$ cat config.mk
export PLATFORM = sky130hd
export DESIGN_NAME = i2c_master_transaction_sequencer
export DESIGN_NICKNAME = d
export VERILOG_FILES = /design/src/sv/i2cmts_pkg.sv /design/src/sv/i2c_master_transaction_sequencer.sv /design/src/sv/i2cmts_cfg_regs.sv /design/src/sv/i2cmts_wbuf.sv /design/src/sv/i2cmts_core.sv
export SDC_FILE = /design/constraint.sdc
export NUM_CORES = 1
export LEC_CHECK = 0
export BUFFER_PORTS_ARGS = -buffer_cell sky130_fd_sc_hd__buf_2
export CAP_MARGIN = 15
export CORE_MARGIN = 2
export CORE_UTILIZATION = 60
export DETAILED_ROUTE_END_ITERATION = 6
export PLACE_DENSITY = 0.78
export SLEW_MARGIN = 20
export SYNTH_ARGS = -nofsm -noshare
export SYNTH_HDL_FRONTEND = slang
export SYNTH_SLANG_ARGS = --single-unit
$ cat constraint.sdc
create_clock -name clk -period 4.3 [get_ports clk]
set_clock_uncertainty 0.05 [all_clocks]
set_input_delay 0 -clock clk [delete_from_list [all_inputs] [get_ports clk]]
set_output_delay 0 -clock clk [all_outputs]
set_load 0.02 [all_outputs]
$ cat src/sv/i2cmts_pkg.sv
// Shared types and constants for the I2C master transaction sequencer.
// Holds the word structs, status codes, transaction states and register map.
// No dependencies.
package i2cmts_pkg;

  localparam int DEF_BUF_DEPTH = 64;
  localparam int CFG_AW        = 4;
  localparam int CFG_DW        = 32;

  // function codes of an input word
  localparam logic [1:0] FUNC_START  = 2'd0;
  localparam logic [1:0] FUNC_STATUS = 2'd1;
  localparam logic [1:0] FUNC_TICK   = 2'd2;
  localparam logic [1:0] FUNC_LOAD   = 2'd3;

  // controller status codes
  localparam logic [7:0] SC_START        = 8'h08;
  localparam logic [7:0] SC_RSTART       = 8'h10;
  localparam logic [7:0] SC_ADDR_W_ACK   = 8'h18;
  localparam logic [7:0] SC_ADDR_W_NACK  = 8'h20;
  localparam logic [7:0] SC_DATA_W_ACK   = 8'h28;
  localparam logic [7:0] SC_DATA_W_NACK  = 8'h30;
  localparam logic [7:0] SC_ARB_LOST     = 8'h38;
  localparam logic [7:0] SC_ADDR_R_ACK   = 8'h40;
  localparam logic [7:0] SC_ADDR_R_NACK  = 8'h48;
  localparam logic [7:0] SC_DATA_R_ACK   = 8'h50;
  localparam logic [7:0] SC_DATA_R_NACK  = 8'h58;

  // transaction states
  localparam logic [2:0] ST_IDLE      = 3'd0;
  localparam logic [2:0] ST_BUSY      = 3'd1;
  localparam logic [2:0] ST_NO_DATA   = 3'd2;
  localparam logic [2:0] ST_OK        = 3'd3;
  localparam logic [2:0] ST_NACK_DATA = 3'd4;
  localparam logic [2:0] ST_NACK_ADDR = 3'd5;
  localparam logic [2:0] ST_ARB_LOST  = 3'd6;
  localparam logic [2:0] ST_TIMEOUT   = 3'd7;

  // register indexes (byte address / 4)
  localparam logic [1:0] REG_WRITE_LEN = 2'd0;
  localparam logic [1:0] REG_READ_LEN  = 2'd1;
  localparam logic [1:0] REG_TIMEOUT   = 2'd2;

  localparam logic [23:0] TIMEOUT_RESET = 24'hFF_FFFF;

  typedef struct packed {
    logic [1:0] func;
    logic [7:0] status_code;
    logic [7:0] rx_byte;
    logic [5:0] load_index;
    logic [7:0] load_byte;
  } in_word_t;

  typedef struct packed {
    logic       set_start;
    logic       clear_start;
    logic       set_stop;
    logic       ack_next;
    logic       nack_next;
    logic       tx_valid;
    logic [7:0] tx_byte;
    logic       rx_valid;
    logic [7:0] rx_data;
    logic [5:0] rx_position;
    logic [2:0] transaction_state;
  } out_word_t;

  typedef struct packed {
    logic [6:0]  write_length;
    logic [6:0]  read_length;
    logic [23:0] timeout_limit;
  } cfg_t;

endpackage

$ cat src/sv/i2c_master_transaction_sequencer.sv
// Top level of the I2C master transaction sequencer.
// Depends on i2cmts_pkg, i2cmts_cfg_regs, i2cmts_wbuf and i2cmts_core.
//
//   channel  | handshake          | payload
//   ---------+--------------------+-----------------------------
//   in_      | in_valid/in_stall  | in_word  (i2cmts_pkg::in_word_t)
//   out_     | out_valid/out_stall| out_word (i2cmts_pkg::out_word_t)
//   cfg_     | APB psel/penable   | 32-bit registers at 0x0, 0x4, 0x8
//
// One word per cycle while out_stall is low: a word waits in the input register,
// is decoded in one pass, and its result sits in the output register.
// out_valid rises once the word has passed the input register and been decoded; a stall can hold it between.
// The write buffer read is prefetched from the next write position, so it adds no stall.
// rst_n clears the state and both stages; buffer contents are kept.
// A stalled result holds, and the input register can still take one more word.
module i2c_master_transaction_sequencer #(
  parameter int BUF_DEPTH = i2cmts_pkg::DEF_BUF_DEPTH
) (
  input  logic                            clk,
  input  logic                            rst_n,
  input  logic                            in_valid,
  output logic                            in_stall,
  input  i2cmts_pkg::in_word_t            in_word,
  output logic                            out_valid,
  input  logic                            out_stall,
  output i2cmts_pkg::out_word_t           out_word,
  input  logic                            cfg_psel,
  input  logic                            cfg_penable,
  input  logic                            cfg_pwrite,
  input  logic [i2cmts_pkg::CFG_AW-1:0]   cfg_paddr,
  input  logic [i2cmts_pkg::CFG_DW-1:0]   cfg_pwdata,
  output logic [i2cmts_pkg::CFG_DW-1:0]   cfg_prdata,
  output logic                            cfg_pready
);

  localparam int AW = (BUF_DEPTH > 1) ? $clog2(BUF_DEPTH) : 1;

  i2cmts_pkg::cfg_t cfg;
  logic             mem_we;
  logic [AW-1:0]    mem_waddr;
  logic [7:0]       mem_wdata;
  logic [AW-1:0]    mem_raddr;
  logic [7:0]       rd_byte;
  logic [7:0]       byte0;

  i2cmts_cfg_regs u_cfg (
    .clk         (clk),
    .rst_n       (rst_n),
    .cfg_psel    (cfg_psel),
    .cfg_penable (cfg_penable),
    .cfg_pwrite  (cfg_pwrite),
    .cfg_paddr   (cfg_paddr),
    .cfg_pwdata  (cfg_pwdata),
    .cfg_prdata  (cfg_prdata),
    .cfg_pready  (cfg_pready),
    .cfg         (cfg)
  );

  i2cmts_wbuf #(
    .BUF_DEPTH (BUF_DEPTH)
  ) u_wbuf (
    .clk     (clk),
    .rst_n   (rst_n),
    .we      (mem_we),
    .waddr   (mem_waddr),
    .wdata   (mem_wdata),
    .raddr   (mem_raddr),
    .rd_byte (rd_byte),
    .byte0   (byte0)
  );

  i2cmts_core #(
    .BUF_DEPTH (BUF_DEPTH)
  ) u_core (
    .clk       (clk),
    .rst_n     (rst_n),
    .in_valid  (in_valid),
    .in_stall  (in_stall),
    .in_word   (in_word),
    .out_valid (out_valid),
    .out_stall (out_stall),
    .out_word  (out_word),
    .cfg       (cfg),
    .rd_byte   (rd_byte),
    .byte0     (byte0),
    .mem_we    (mem_we),
    .mem_waddr (mem_waddr),
    .mem_wdata (mem_wdata),
    .mem_raddr (mem_raddr)
  );

endmodule

$ cat src/sv/i2cmts_cfg_regs.sv
// APB-style configuration registers of the sequencer.
// Depends on i2cmts_pkg for the register map and cfg_t.
module i2cmts_cfg_regs (
  input  logic                            clk,
  input  logic                            rst_n,
  input  logic                            cfg_psel,
  input  logic                            cfg_penable,
  input  logic                            cfg_pwrite,
  input  logic [i2cmts_pkg::CFG_AW-1:0]   cfg_paddr,
  input  logic [i2cmts_pkg::CFG_DW-1:0]   cfg_pwdata,
  output logic [i2cmts_pkg::CFG_DW-1:0]   cfg_prdata,
  output logic                            cfg_pready,
  output i2cmts_pkg::cfg_t                cfg
);

  i2cmts_pkg::cfg_t cfg_r;
  logic             wr_en;
  logic [1:0]       reg_idx;

  assign cfg_pready = 1'b1;
  assign wr_en      = cfg_psel & cfg_penable & cfg_pwrite;
  assign reg_idx    = cfg_paddr[i2cmts_pkg::CFG_AW-1:2];
  assign cfg        = cfg_r;

  always_ff @(posedge clk) begin
    if (!rst_n) begin
      cfg_r.write_length  <= '0;
      cfg_r.read_length   <= '0;
      cfg_r.timeout_limit <= i2cmts_pkg::TIMEOUT_RESET;
    end else if (wr_en) begin
      unique case (reg_idx)
        i2cmts_pkg::REG_WRITE_LEN: cfg_r.write_length  <= cfg_pwdata[6:0];
        i2cmts_pkg::REG_READ_LEN:  cfg_r.read_length   <= cfg_pwdata[6:0];
        i2cmts_pkg::REG_TIMEOUT:   cfg_r.timeout_limit <= cfg_pwdata[23:0];
        default: ;
      endcase
    end
  end

  always_comb begin
    unique case (reg_idx)
      i2cmts_pkg::REG_WRITE_LEN: cfg_prdata = {25'd0, cfg_r.write_length};
      i2cmts_pkg::REG_READ_LEN:  cfg_prdata = {25'd0, cfg_r.read_length};
      i2cmts_pkg::REG_TIMEOUT:   cfg_prdata = {8'd0, cfg_r.timeout_limit};
      default:                   cfg_prdata = '0;
    endcase
  end

endmodule

$ cat src/sv/i2cmts_wbuf.sv
// Write buffer: byte memory with one write and one registered read port,
// a same-edge write bypass and a shadow copy of entry 0. Uses no package items.
module i2cmts_wbuf #(
  parameter int BUF_DEPTH = 64,
  localparam int AW = (BUF_DEPTH > 1) ? $clog2(BUF_DEPTH) : 1
) (
  input  logic          clk,
  input  logic          rst_n,
  input  logic          we,
  input  logic [AW-1:0] waddr,
  input  logic [7:0]    wdata,
  input  logic [AW-1:0] raddr,
  output logic [7:0]    rd_byte,
  output logic [7:0]    byte0
);

  logic [7:0] mem [BUF_DEPTH];
  logic [7:0] rd_r;
  logic [7:0] byp_data_r;
  logic       byp_r;
  logic [7:0] byte0_r;

  always_ff @(posedge clk) begin
    if (we) begin
      mem[waddr] <= wdata;
    end
    rd_r       <= mem[raddr];
    byp_data_r <= wdata;
    if (we && (waddr == '0)) begin
      byte0_r <= wdata;
    end
  end

  // a write landing on the address being read wins over the stale read
  always_ff @(posedge clk) begin
    if (!rst_n) begin
      byp_r <= 1'b0;
    end else begin
      byp_r <= we && (waddr == raddr);
    end
  end

  assign rd_byte = byp_r ? byp_data_r : rd_r;
  assign byte0   = byte0_r;

endmodule

$ cat src/sv/i2cmts_core.sv
// Sequencer core: input register, transaction state and decode of one word,
// result register. Depends on i2cmts_pkg; reads the write buffer via i2cmts_wbuf.
module i2cmts_core #(
  parameter int BUF_DEPTH = 64,
  localparam int AW = (BUF_DEPTH > 1) ? $clog2(BUF_DEPTH) : 1,
  localparam int PW = $clog2(BUF_DEPTH + 1)
) (
  input  logic                   clk,
  input  logic                   rst_n,
  input  logic                   in_valid,
  output logic                   in_stall,
  input  i2cmts_pkg::in_word_t   in_word,
  output logic                   out_valid,
  input  logic                   out_stall,
  output i2cmts_pkg::out_word_t  out_word,
  input  i2cmts_pkg::cfg_t       cfg,
  input  logic [7:0]             rd_byte,
  input  logic [7:0]             byte0,
  output logic                   mem_we,
  output logic [AW-1:0]          mem_waddr,
  output logic [7:0]             mem_wdata,
  output logic [AW-1:0]          mem_raddr
);

  localparam int CW = ((PW > 7) ? PW : 7) + 1;
  localparam logic [CW-1:0] DEPTH_C = CW'(BUF_DEPTH);

  logic                  in_vld_r;
  i2cmts_pkg::in_word_t  in_word_r;
  logic                  out_vld_r;
  i2cmts_pkg::out_word_t out_word_r;
  logic                  advance;
  logic                  accept;
  logic                  process;

  logic [PW-1:0]         wpos_r,  wpos_nxt;
  logic [PW-1:0]         rpos_r,  rpos_nxt;
  logic [23:0]           tick_r,  tick_nxt;
  logic [2:0]            st_r,    st_nxt;
  i2cmts_pkg::out_word_t out_nxt;

  logic                  wpos_room;
  logic                  rpos_room;
  logic [PW-1:0]         wpos_inc;
  logic [PW-1:0]         rpos_inc;

  assign advance  = !out_vld_r || !out_stall;
  assign in_stall = in_vld_r && !advance;
  assign accept   = in_valid && !in_stall;
  assign process  = in_vld_r && advance;

  assign wpos_room = CW'(wpos_r) < DEPTH_C;
  assign rpos_room = CW'(rpos_r) < DEPTH_C;
  assign wpos_inc  = wpos_room ? PW'(wpos_r + 1'b1) : wpos_r;
  assign rpos_inc  = PW'(rpos_r + 1'b1);

  always_comb begin
    logic do_ack;
    logic send;
    logic send_first;
    do_ack     = 1'b0;
    send       = 1'b0;
    send_first = 1'b0;
    out_nxt    = '0;
    wpos_nxt   = wpos_r;
    rpos_nxt   = rpos_r;
    tick_nxt   = tick_r;
    st_nxt     = st_r;

    if (process) begin
      case (in_word_r.func)
        i2cmts_pkg::FUNC_START: begin
          wpos_nxt          = '0;
          rpos_nxt          = '0;
          tick_nxt          = '0;
          st_nxt            = i2cmts_pkg::ST_BUSY;
          out_nxt.set_start = 1'b1;
        end
        i2cmts_pkg::FUNC_STATUS: begin
          tick_nxt = '0;
          unique case (in_word_r.status_code) inside
            i2cmts_pkg::SC_START: begin
              send_first          = 1'b1;
              out_nxt.clear_start = 1'b1;
            end
            i2cmts_pkg::SC_RSTART: begin
              rpos_nxt            = '0;
              send                = 1'b1;
              out_nxt.clear_start = 1'b1;
            end
            i2cmts_pkg::SC_ADDR_W_ACK: begin
              if (cfg.write_length == 7'd1) begin
                out_nxt.set_stop = 1'b1;
                st_nxt           = i2cmts_pkg::ST_NO_DATA;
              end else begin
                send = 1'b1;
              end
            end
            i2cmts_pkg::SC_DATA_W_ACK: begin
              if (CW'(wpos_r) < CW'(cfg.write_length)) begin
                send = 1'b1;
              end else if (cfg.read_length != '0) begin
                out_nxt.set_start = 1'b1;
              end else begin
                out_nxt.set_stop = 1'b1;
                st_nxt           = i2cmts_pkg::ST_OK;
              end
            end
            i2cmts_pkg::SC_DATA_W_NACK: begin
              out_nxt.set_stop = 1'b1;
              st_nxt           = i2cmts_pkg::ST_NACK_DATA;
            end
            i2cmts_pkg::SC_ADDR_R_ACK: begin
              do_ack = 1'b1;
            end
            i2cmts_pkg::SC_DATA_R_ACK: begin
              if (rpos_room) begin
                out_nxt.rx_valid    = 1'b1;
                out_nxt.rx_data     = in_word_r.rx_byte;
                out_nxt.rx_position = 6'(rpos_r);
                rpos_nxt            = rpos_inc;
              end
              do_ack = 1'b1;
            end
            i2cmts_pkg::SC_DATA_R_NACK: begin
              if (rpos_room) begin
                out_nxt.rx_valid    = 1'b1;
                out_nxt.rx_data     = in_word_r.rx_byte;
                out_nxt.rx_position = 6'(rpos_r);
                rpos_nxt            = rpos_inc;
              end
              out_nxt.set_stop = 1'b1;
              st_nxt           = i2cmts_pkg::ST_OK;
            end
            i2cmts_pkg::SC_ADDR_W_NACK, i2cmts_pkg::SC_ADDR_R_NACK: begin
              out_nxt.set_stop = 1'b1;
              st_nxt           = i2cmts_pkg::ST_NACK_ADDR;
            end
            default: begin
              st_nxt = i2cmts_pkg::ST_ARB_LOST;
            end
          endcase
        end
        i2cmts_pkg::FUNC_TICK: begin
          if (st_r == i2cmts_pkg::ST_BUSY) begin
            if (tick_r >= cfg.timeout_limit) begin
              st_nxt = i2cmts_pkg::ST_TIMEOUT;
            end else begin
              tick_nxt = tick_r + 24'd1;
            end
          end
        end
        default: ;
      endcase

      // restart from entry 0; the shadow copy saves a second read port
      if (send_first) begin
        out_nxt.tx_valid = 1'b1;
        out_nxt.tx_byte  = byte0;
        wpos_nxt         = PW'(1);
      end
      if (send) begin
        out_nxt.tx_valid = 1'b1;
        out_nxt.tx_byte  = wpos_room ? rd_byte : 8'd0;
        wpos_nxt         = wpos_inc;
      end
      // decide on the read position after this byte is taken
      if (do_ack) begin
        if ((CW'(rpos_nxt) + CW'(1)) < CW'(cfg.read_length)) begin
          out_nxt.ack_next = 1'b1;
        end else begin
          out_nxt.nack_next = 1'b1;
        end
      end

      if ((st_r == i2cmts_pkg::ST_BUSY) && (st_nxt != i2cmts_pkg::ST_BUSY)) begin
        out_nxt.clear_start = 1'b1;
      end
      out_nxt.transaction_state = st_nxt;
    end
  end

  // buffer ports: prefetch the entry the next word will send
  assign mem_we    = process && (in_word_r.func == i2cmts_pkg::FUNC_LOAD)
                     && (CW'(in_word_r.load_index) < DEPTH_C);
  assign mem_waddr = AW'(in_word_r.load_index);
  assign mem_wdata = in_word_r.load_byte;
  assign mem_raddr = (CW'(wpos_nxt) < DEPTH_C) ? AW'(wpos_nxt) : '0;

  always_ff @(posedge clk) begin
    if (!rst_n) begin
      in_vld_r  <= 1'b0;
      out_vld_r <= 1'b0;
      wpos_r    <= '0;
      rpos_r    <= '0;
      tick_r    <= '0;
      st_r      <= i2cmts_pkg::ST_IDLE;
    end else begin
      if (accept) begin
        in_vld_r <= 1'b1;
      end else if (process) begin
        in_vld_r <= 1'b0;
      end
      if (process) begin
        out_vld_r <= 1'b1;
      end else if (!out_stall) begin
        out_vld_r <= 1'b0;
      end
      wpos_r <= wpos_nxt;
      rpos_r <= rpos_nxt;
      tick_r <= tick_nxt;
      st_r   <= st_nxt;
    end
  end

  always_ff @(posedge clk) begin
    if (accept) begin
      in_word_r <= in_word;
    end
    if (process) begin
      out_word_r <= out_nxt;
    end
  end

  assign out_valid = out_vld_r;
  assign out_word  = out_word_r;

endmodule
==> results.tsv, run 1 <==
metric	value	unit
min-delay-start	cfg_paddr[3]	
clk_path_buf_depth	3	
wirelength	76900	µm
die_h	224	µm
synth_top_flop_cell	edfxtp_1	
cts_buffers	69	
dpl.cell_count	2926	
grt_pass1_vias	19740	
avgRoutedWirePerCell	24.4	µm
rsz0062_at_grt	false	
final.setup.tns	0	ns
cts_tree	built	
drc	0	
grt_pass1_wl	115000	µm
grt_max_degree	67	
worst_ir_drop_vdd	0.336	mV
drv_slew	0	
hold_class	primary input to register	
path_clk_slew	0.06	ns
hold_violations	0	
yosys_warnings	0	
start_kind	register	
nets	2595	
status	finished, final reports clean	
n_fill_cell	3060	
fp.dieW	224	µm
drive_above_1_share	16.2	%
design_area	34000	µm²
required	4.76	ns
diodes	0	
p_per_area	440	nW/µm²
design.core.area	47700	µm²
syn_area_per_cell	13.1	µm²
r2r_start	u_cfg.cfg[33]$_SDFFE_PN0P_	
grt.total_usage	30.3	%
period_share	97.4	%
synth_area	29000	µm²
drt_pre_antenna_iters	7	
ff2ff_setup_slack	0.11	ns
crit_type	register to register	
p_sw_share	23.8	%
whs_endpoint	u_cfg.cfg[33]$_SDFFE_PN0P_	
ys_ff_latch	682	
max_slew_margin	24.3	%
gp_congestion	0.953	
pin_count	142	
seqPwrFrac	48.9	%
worst-slew-pin-transition	1.14	ns
pre_cts_slack	-0.331	ns
vias_per_cell	6.40	
dr_total_vias	20179	
netlist_instances	2224	
place_area	30600	µm²
period_needed	4.19	ns
final_cells	3151	
fmaxAchievable	239	MHz
final_common_cell	edfxtp_1	
dieArea	50200	µm²
h-tree-depth	3	
critical_path_arrival	4.65	ns
antenna_found_initial	0	
start_util	60.8	%
drt-initial-drc-count	2848	
combinationalPowerShare	9.9	%
clockPowerShare	41.2	%
drtAntennaViolNets	0	
layout_common_cells	584 x edfxtp_1, 204 x nand2_1, 168 x nor2_1	
hpwl	47400	µm
ys_types	90	
multi_input_area	8800	µm²
async_flop_share	0	%
grt-ovfl-total	0	
cap_violations	0	
p_sw	3.55	mW
crit-reg2reg-capture	u_wbuf.rd_r[6]$_DFF_P_	
area_growth_syn_to_layout	17.2	%
seqCellArea	19500	µm²
power_leakage	12.2	nW
synth-edff-count	584	
rows	80	
end_kind	register	
ys_seq_area_share	67.2	%
worstHoldPathCells	5	
reg2regPathDepth	12	
clockRootBuffer	clkbuf_16	
cts_sinks	682	
io_buffers	122	
setup_violations	0	
cp_max_fo	22	
clk_latency	0.61	ns
layout_setup_ws	0.110	ns
internal_power	11.4	mW
==> stage by stage <==
stage          power, mW  hold WS, ns  util [%]
2_1_floorplan       8.23       0.0489         -
3_3_place_gp        8.75        0.126      64.1
3_5_place_dp        8.78        0.128      64.1
4_1_cts             14.9       0.0128      70.7
5_1_grt             15.3       0.0400      71.2
6_report            15.0       0.0339      71.2
==> critical path, cell delays in order (launching register included) <==
cell and delay [ns]:
dfxtp_1 0.35, or4_1 0.61, nor4_4 0.36, nor2_2 0.12, o2111ai_2 0.33, and2_1 0.38, buf_4 0.37, nand2_1 0.18
buf_4 0.21, or3_1 0.48, a21oi_1 0.23, a311oi_1 0.11, a32o_1 0.32
==> area by class of cell <==
class / instances / area share, %
Sequential cell: 682 / 57.3
Tap cell: 615 / 2.26
Multi-Input combinational cell: 1357 / 25.9
Clock inverter: 36 / 1.22
Clock buffer: 91 / 5.59
Inverter: 58 / 0.640
Timing Repair Buffer: 312 / 7.08
==> cell families after synthesis <==
logic type | after synthesis | synth area share (%)
xor gates and xnor gates | 29 | 0.875
muxes | 110 | 3.90
buffers and inverters | 193 | 3.12
and+or+nand+nor | 657 | 11.0
other | 2 | 0.0259
adders and majority gates | 40 | 1.72
DFF | 682 | 67.2
AOI/OAI and AO/OA | 511 | 12.2
==> worst max path at each step <==
| stage | cells past startpoint | startpoint | to | slack, ns |
|---|---|---|---|---|
| floorplan | 14 | u_core.in_word_r[29]$_DFFE_PP_ | u_core.out_word[28]$_SDFFCE_PN0P_ | 0.60 |
| global placement | 12 | u_cfg.cfg[33]$_SDFFE_PN0P_ | u_wbuf.rd_r[6]$_DFF_P_ | -0.13 |
| detailed placement | 12 | u_cfg.cfg[33]$_SDFFE_PN0P_ | u_wbuf.rd_r[6]$_DFF_P_ | -0.33 |
| CTS | 11 | u_core.in_word_r[29]$_DFFE_PP_ | u_wbuf.rd_r[2]$_DFF_P_ | 0.02 |
| global route | 14 | u_core.in_word_r[29]$_DFFE_PP_ | u_wbuf.rd_r[5]$_DFF_P_ | 0.0003 |
| finish | 12 | u_cfg.cfg[33]$_SDFFE_PN0P_ | u_wbuf.rd_r[6]$_DFF_P_ | 0.11 |
==> synth_stat cells, types with 18 or more instances <==
library cell,instances,share of area [%]
nor2b_1,24,0.52
a31oi_1,24,0.52
dfxtp_1,98,6.8
a21o_1,19,0.49
o21ai_1,30,0.52
o22ai_1,29,0.62
and3_1,30,0.65
nand3_1,54,0.93
o221ai_1,18,0.54
nor3_1,34,0.59
buf_4,19,0.49
and2_1,32,0.69
clkbuf_1,55,0.71
or4_1,24,0.62
nor2_1,168,2.2
buf_2,46,0.79
edfxtp_1,584,60
a21oi_1,75,1.3
o211ai_1,62,1.6
inv_1,58,0.75
ha_1,40,1.7
o21ai_0,98,1.7
nand2_1,206,2.7
mux2i_1,84,2.9
==> state kept, by name (all words and copies together) (netlist names) <==
register,count
u_wbuf.mem,512
u_cfg.cfg,38
u_core.out_word,32
u_core.tick_r,24
u_core.in_word_r,18
u_core.mem_wdata,8
u_wbuf.byp_data_r,8
u_wbuf.byte0,8
u_wbuf.rd_r,8
u_core.rpos_r,7
u_core.wpos_r,7
u_core.mem_waddr,6
u_core.st_r,3
u_core.in_vld_r,1
u_core.out_valid,1
u_wbuf.byp_r,1
==> per-layer routing <==
| metal | vias up | global-route usage [%] | share of wire, % |
|---|---|---|---|
| li1 | 8971 | - | - |
| met1 | 9697 | 39.6 | 38 |
| met2 | 1278 | 49.2 | 47 |
| met3 | 231 | 6.34 | 11 |
| met4 | 2 | 13.7 | 4.2 |
| met5 | - | 0 | 0.055 |
==> power by group through the flow <==
stage                     sequential [mW]  clock [mW]  combinational, mW
after floorplan                      7.47           0              0.760
after global placement               7.45           0               1.31
after detailed placement             7.45           0               1.33
after CTS                            7.31        6.17               1.40
after global routing                 7.32        6.42               1.55
final                                7.31        6.15               1.49
==> repair_timing <==
action	CTS	global route
gates resized for setup	5	18
buffers inserted	0	13
pin swaps	0	5
hold buffers	84	0
hold endpoints to repair	116	0
endpoints found under the setup margin	3	10
cloned	0	1
No activity file was read; power rests on OpenSTA's default activity.
==> run 2, diff against run 1 <==
ABC_AREA = 1   (was unset)
CORE_MARGIN = 5   (was 2)
CORE_UTILIZATION = 56   (was 60)
PLACE_DENSITY = 0.77   (was 0.78)
clock period = 3.83 ns   (was 4.3 ns; I/O delays follow)
==> results.tsv, run 2 <==
metric	value	unit	change
status	finished, final reports clean		unchanged
synth_common_cells	584 x edfxtp_1, 569 x nand3_1, 401 x inv_1		was 584 x edfxtp_1, 206 x nand2_1, 168 x nor2_1
final.setup.tns	0	ns	unchanged
critical_path_arrival	3.82	ns	was 4.65 ns
clk_path_buf_depth	3		unchanged
n_fill_cell	4100		was 3060
layout_common_cells	584 x edfxtp_1, 569 x nand3_1, 401 x inv_1		was 584 x edfxtp_1, 204 x nand2_1, 168 x nor2_1
ys_seq_area_share	62.6	%	was 67.2%
vias_per_cell	5.84		was 6.40
cap_violations	0		unchanged
whs_endpoint	u_core.mem_waddr[4]$_DFFE_PP_		was u_cfg.cfg[33]$_SDFFE_PN0P_
start_kind	register		unchanged
design_area	35500	µm²	was 34000 µm²
wirelength	81900	µm	was 76900 µm
nets	3297		was 2595
cts_sinks	682		unchanged
die_h	246	µm	was 224 µm
drt-initial-drc-count	2676		was 2848
hpwl	48100	µm	was 47400 µm
pin_count	142		unchanged
min-delay-start	in_word[12]		was cfg_paddr[3]
synth_area_leaders	edfxtp_1 56%, nand3_1 9.1%, dfxtp_1 6.3%, inv_1 4.8%, nand3b_1 4.7%		was edfxtp_1 60%, dfxtp_1 6.8%, mux2i_1 2.9%, nand2_1 2.7%, nor2_1 2.2%
area_growth_syn_to_layout	14.1	%	was 17.2%
grt_pass1_wl	126000	µm	was 115000 µm
synthAdderAreaFrac	1.61	%	was 1.72%
worst_ir_drop_vdd	0.377	mV	was 0.336 mV
drt_pre_antenna_iters	7		unchanged
grt_max_degree	106		was 67
antenna_found_initial	0		unchanged
period_share	91.6	%	was 97.4%
cts_setup_buffers	0		unchanged
dieArea	60400	µm²	was 50200 µm²
io_buffers	122		unchanged
cts_buffers	70		was 69
fmaxAchievable	285	MHz	was 239 MHz
yosys_warnings	0		unchanged
rows	86		was 80
required	4.14	ns	was 4.76 ns
grt_pass1_vias	22685		was 19740
synth_compound_area_share	4.26	%	was 12.2%
rsz0062_at_grt	false		unchanged
design.core.area	55100	µm²	was 47700 µm²
synth-xor-area-share	0.338	%	was 0.875%
setup_violations	0		unchanged
hold_violations	0		unchanged
h-tree-depth	3		unchanged
power.total	15.6	mW	was 15.0 mW
period_needed	3.51	ns	was 4.19 ns
hold_class	primary input to register		unchanged
crit-reg2reg-capture	u_core.out_word[28]$_SDFFCE_PN0P_		was u_wbuf.rd_r[6]$_DFF_P_
grt.total_usage	26.6	%	was 30.3%
avgRoutedWirePerCell	20.6	µm	was 24.4 µm
max_slew_margin	40.8	%	was 24.3%
ys_types	50		was 90
dr_total_vias	23264		was 20179
synth_area	31100	µm²	was 29000 µm²
gp_congestion	0.890		was 0.953
end_kind	register		unchanged
cts_tree	built		unchanged
top_register	u_wbuf.mem		unchanged
path_clk_slew	0.06	ns	about the same
synth_most_common_cell	edfxtp_1		unchanged
drtAntennaViolNets	0		unchanged
power_leakage	13.9	nW	was 12.2 nW
syn_area_per_cell	10.4	µm²	was 13.1 µm²
crit_type	register to register		unchanged
yosys.area_share.simple	23.0	%	was 11.0%
netlist_instances	2988		was 2224
start_util	56.5	%	was 60.8%
place_area	32400	µm²	was 30600 µm²
grt-ovfl-total	0		unchanged
worst-slew-pin-transition	0.886	ns	was 1.14 ns
synth-edff-count	584		unchanged
reg2regPathDepth	18		was 12
diodes	0		unchanged
synth_top_flop_cell	edfxtp_1		unchanged
synth.top_cell.area_share	56.3	%	was 60.4%
synth_top_family_by_area	simple AND/OR/NAND/NOR gates		was compound AO/OA/AOI/OAI gates
drv_slew	0		unchanged
final_common_cell	edfxtp_1		unchanged
r2r_start	u_core.in_word_r[27]$_DFFE_PP_		was u_cfg.cfg[33]$_SDFFE_PN0P_
async_flop_share	0	%	unchanged
muxShareOfSynthArea	0	%	was 3.90%
p_per_area	438	nW/µm²	was 440 nW/µm²
ys_ff_latch	682		unchanged
clk_latency	0.61	ns	about the same
worstHoldPathCells	2		was 5
synth_top_area_cell	edfxtp_1		unchanged
drive_above_1_share	10.0	%	was 16.2%
drc	0		unchanged
fp.dieW	246	µm	was 224 µm
cp_max_fo	8		was 22
ff2ff_setup_slack	0.32	ns	was 0.11 ns
clockRootBuffer	clkbuf_16		unchanged
largest_reg_flops	512		unchanged
==> run 2: cell families after synthesis <==
kind of cell | Yosys count
DFF | 682
xor gates and xnor gates | 12
other | 2
AOI/OAI and AO/OA | 225
buffers and inverters | 576
adders and majority gates | 40
and+or+nand+nor | 1451
==> run 2: critical path: stages, from the launching register on <==
cell and delay, ns:
edfxtp_1 0.46, inv_1 0.13, nand2_1 0.07, nor2_1 0.17, nand3_1 0.29, o21ai_0 0.27, o211ai_1 0.14, o21ai_0 0.16
ha_1 0.21, inv_1 0.06, nor2_1 0.20, nand3_1 0.13, xnor2_1 0.15, ha_1 0.31, inv_1 0.05, o211ai_1 0.18
inv_1 0.10, nand2_1 0.07, nor2_1 0.04
==> run 2: final cells by class <==
class,instances,area [µm²],area share [%]
inverters,415,1560,4.40
clock buffers,94,1910,5.39
flip-flops and latches,682,19500,54.9
clock inverters,29,264,0.743
repair buffers,276,2170,6.12
well taps,748,936,2.64
multi-input cells,1737,9160,25.8
==> run 2: worst max-delay path by stage <==
stage	startpoint	endpoint	slack [ns]	depth (start not counted)
after floorplan	u_core.in_word_r[27]$_DFFE_PP_	u_core.out_word[28]$_SDFFCE_PN0P_	1.01	18
after global placement	u_core.wpos_r[6]$_SDFF_PN0_	u_wbuf.rd_r[1]$_DFF_P_	0.51	18
after detailed placement	u_core.in_word_r[27]$_DFFE_PP_	u_core.out_word[28]$_SDFFCE_PN0P_	0.40	18
after CTS	u_core.in_word_r[27]$_DFFE_PP_	u_core.out_word[28]$_SDFFCE_PN0P_	0.38	18
after global routing	u_core.in_word_r[27]$_DFFE_PP_	u_core.out_word[28]$_SDFFCE_PN0P_	0.13	18
final	u_core.in_word_r[27]$_DFFE_PP_	u_core.out_word[28]$_SDFFCE_PN0P_	0.32	18
==> run 2: per-layer routing <==
layer / track usage [%] / up-vias / share of wire [%]
met2: 45.2 / 1203 / 49
met3: 4.93 / 220 / 8.7
met4: 10.6 / 0 / 3.9
met1: 33.9 / 11189 / 38
met5: 0 / - / 0
li1: - / 10652 / -
==> run 2: stage by stage <==
stage               hold WS (ns)  util, %  instances  worst slack, ns
floorplan                 0.0489        -       2995             1.01
global placement           0.126     58.8       3766            0.512
detailed placement         0.128     58.8       3766            0.398
CTS                      0.00437     64.5       3981            0.378
global route              0.0362     64.5       3981            0.130
finish                    0.0402     64.5       3981            0.321
==> run 2: what timing repair did <==
| item | CTS | global route |
|---|---|---|
| hold endpoints to repair | 72 | 0 |
| hold buffers | 92 | 0 |
| gates resized for setup | 0 | 0 |
==> run 2: where the power goes <==
group / switching [mW] / internal (mW) / total [mW]
clock network: 2.81 / 3.79 / 6.60
registers: 0.0410 / 8.13 / 8.17
logic: 0.560 / 0.232 / 0.792
total: 3.41 / 12.1 / 15.6
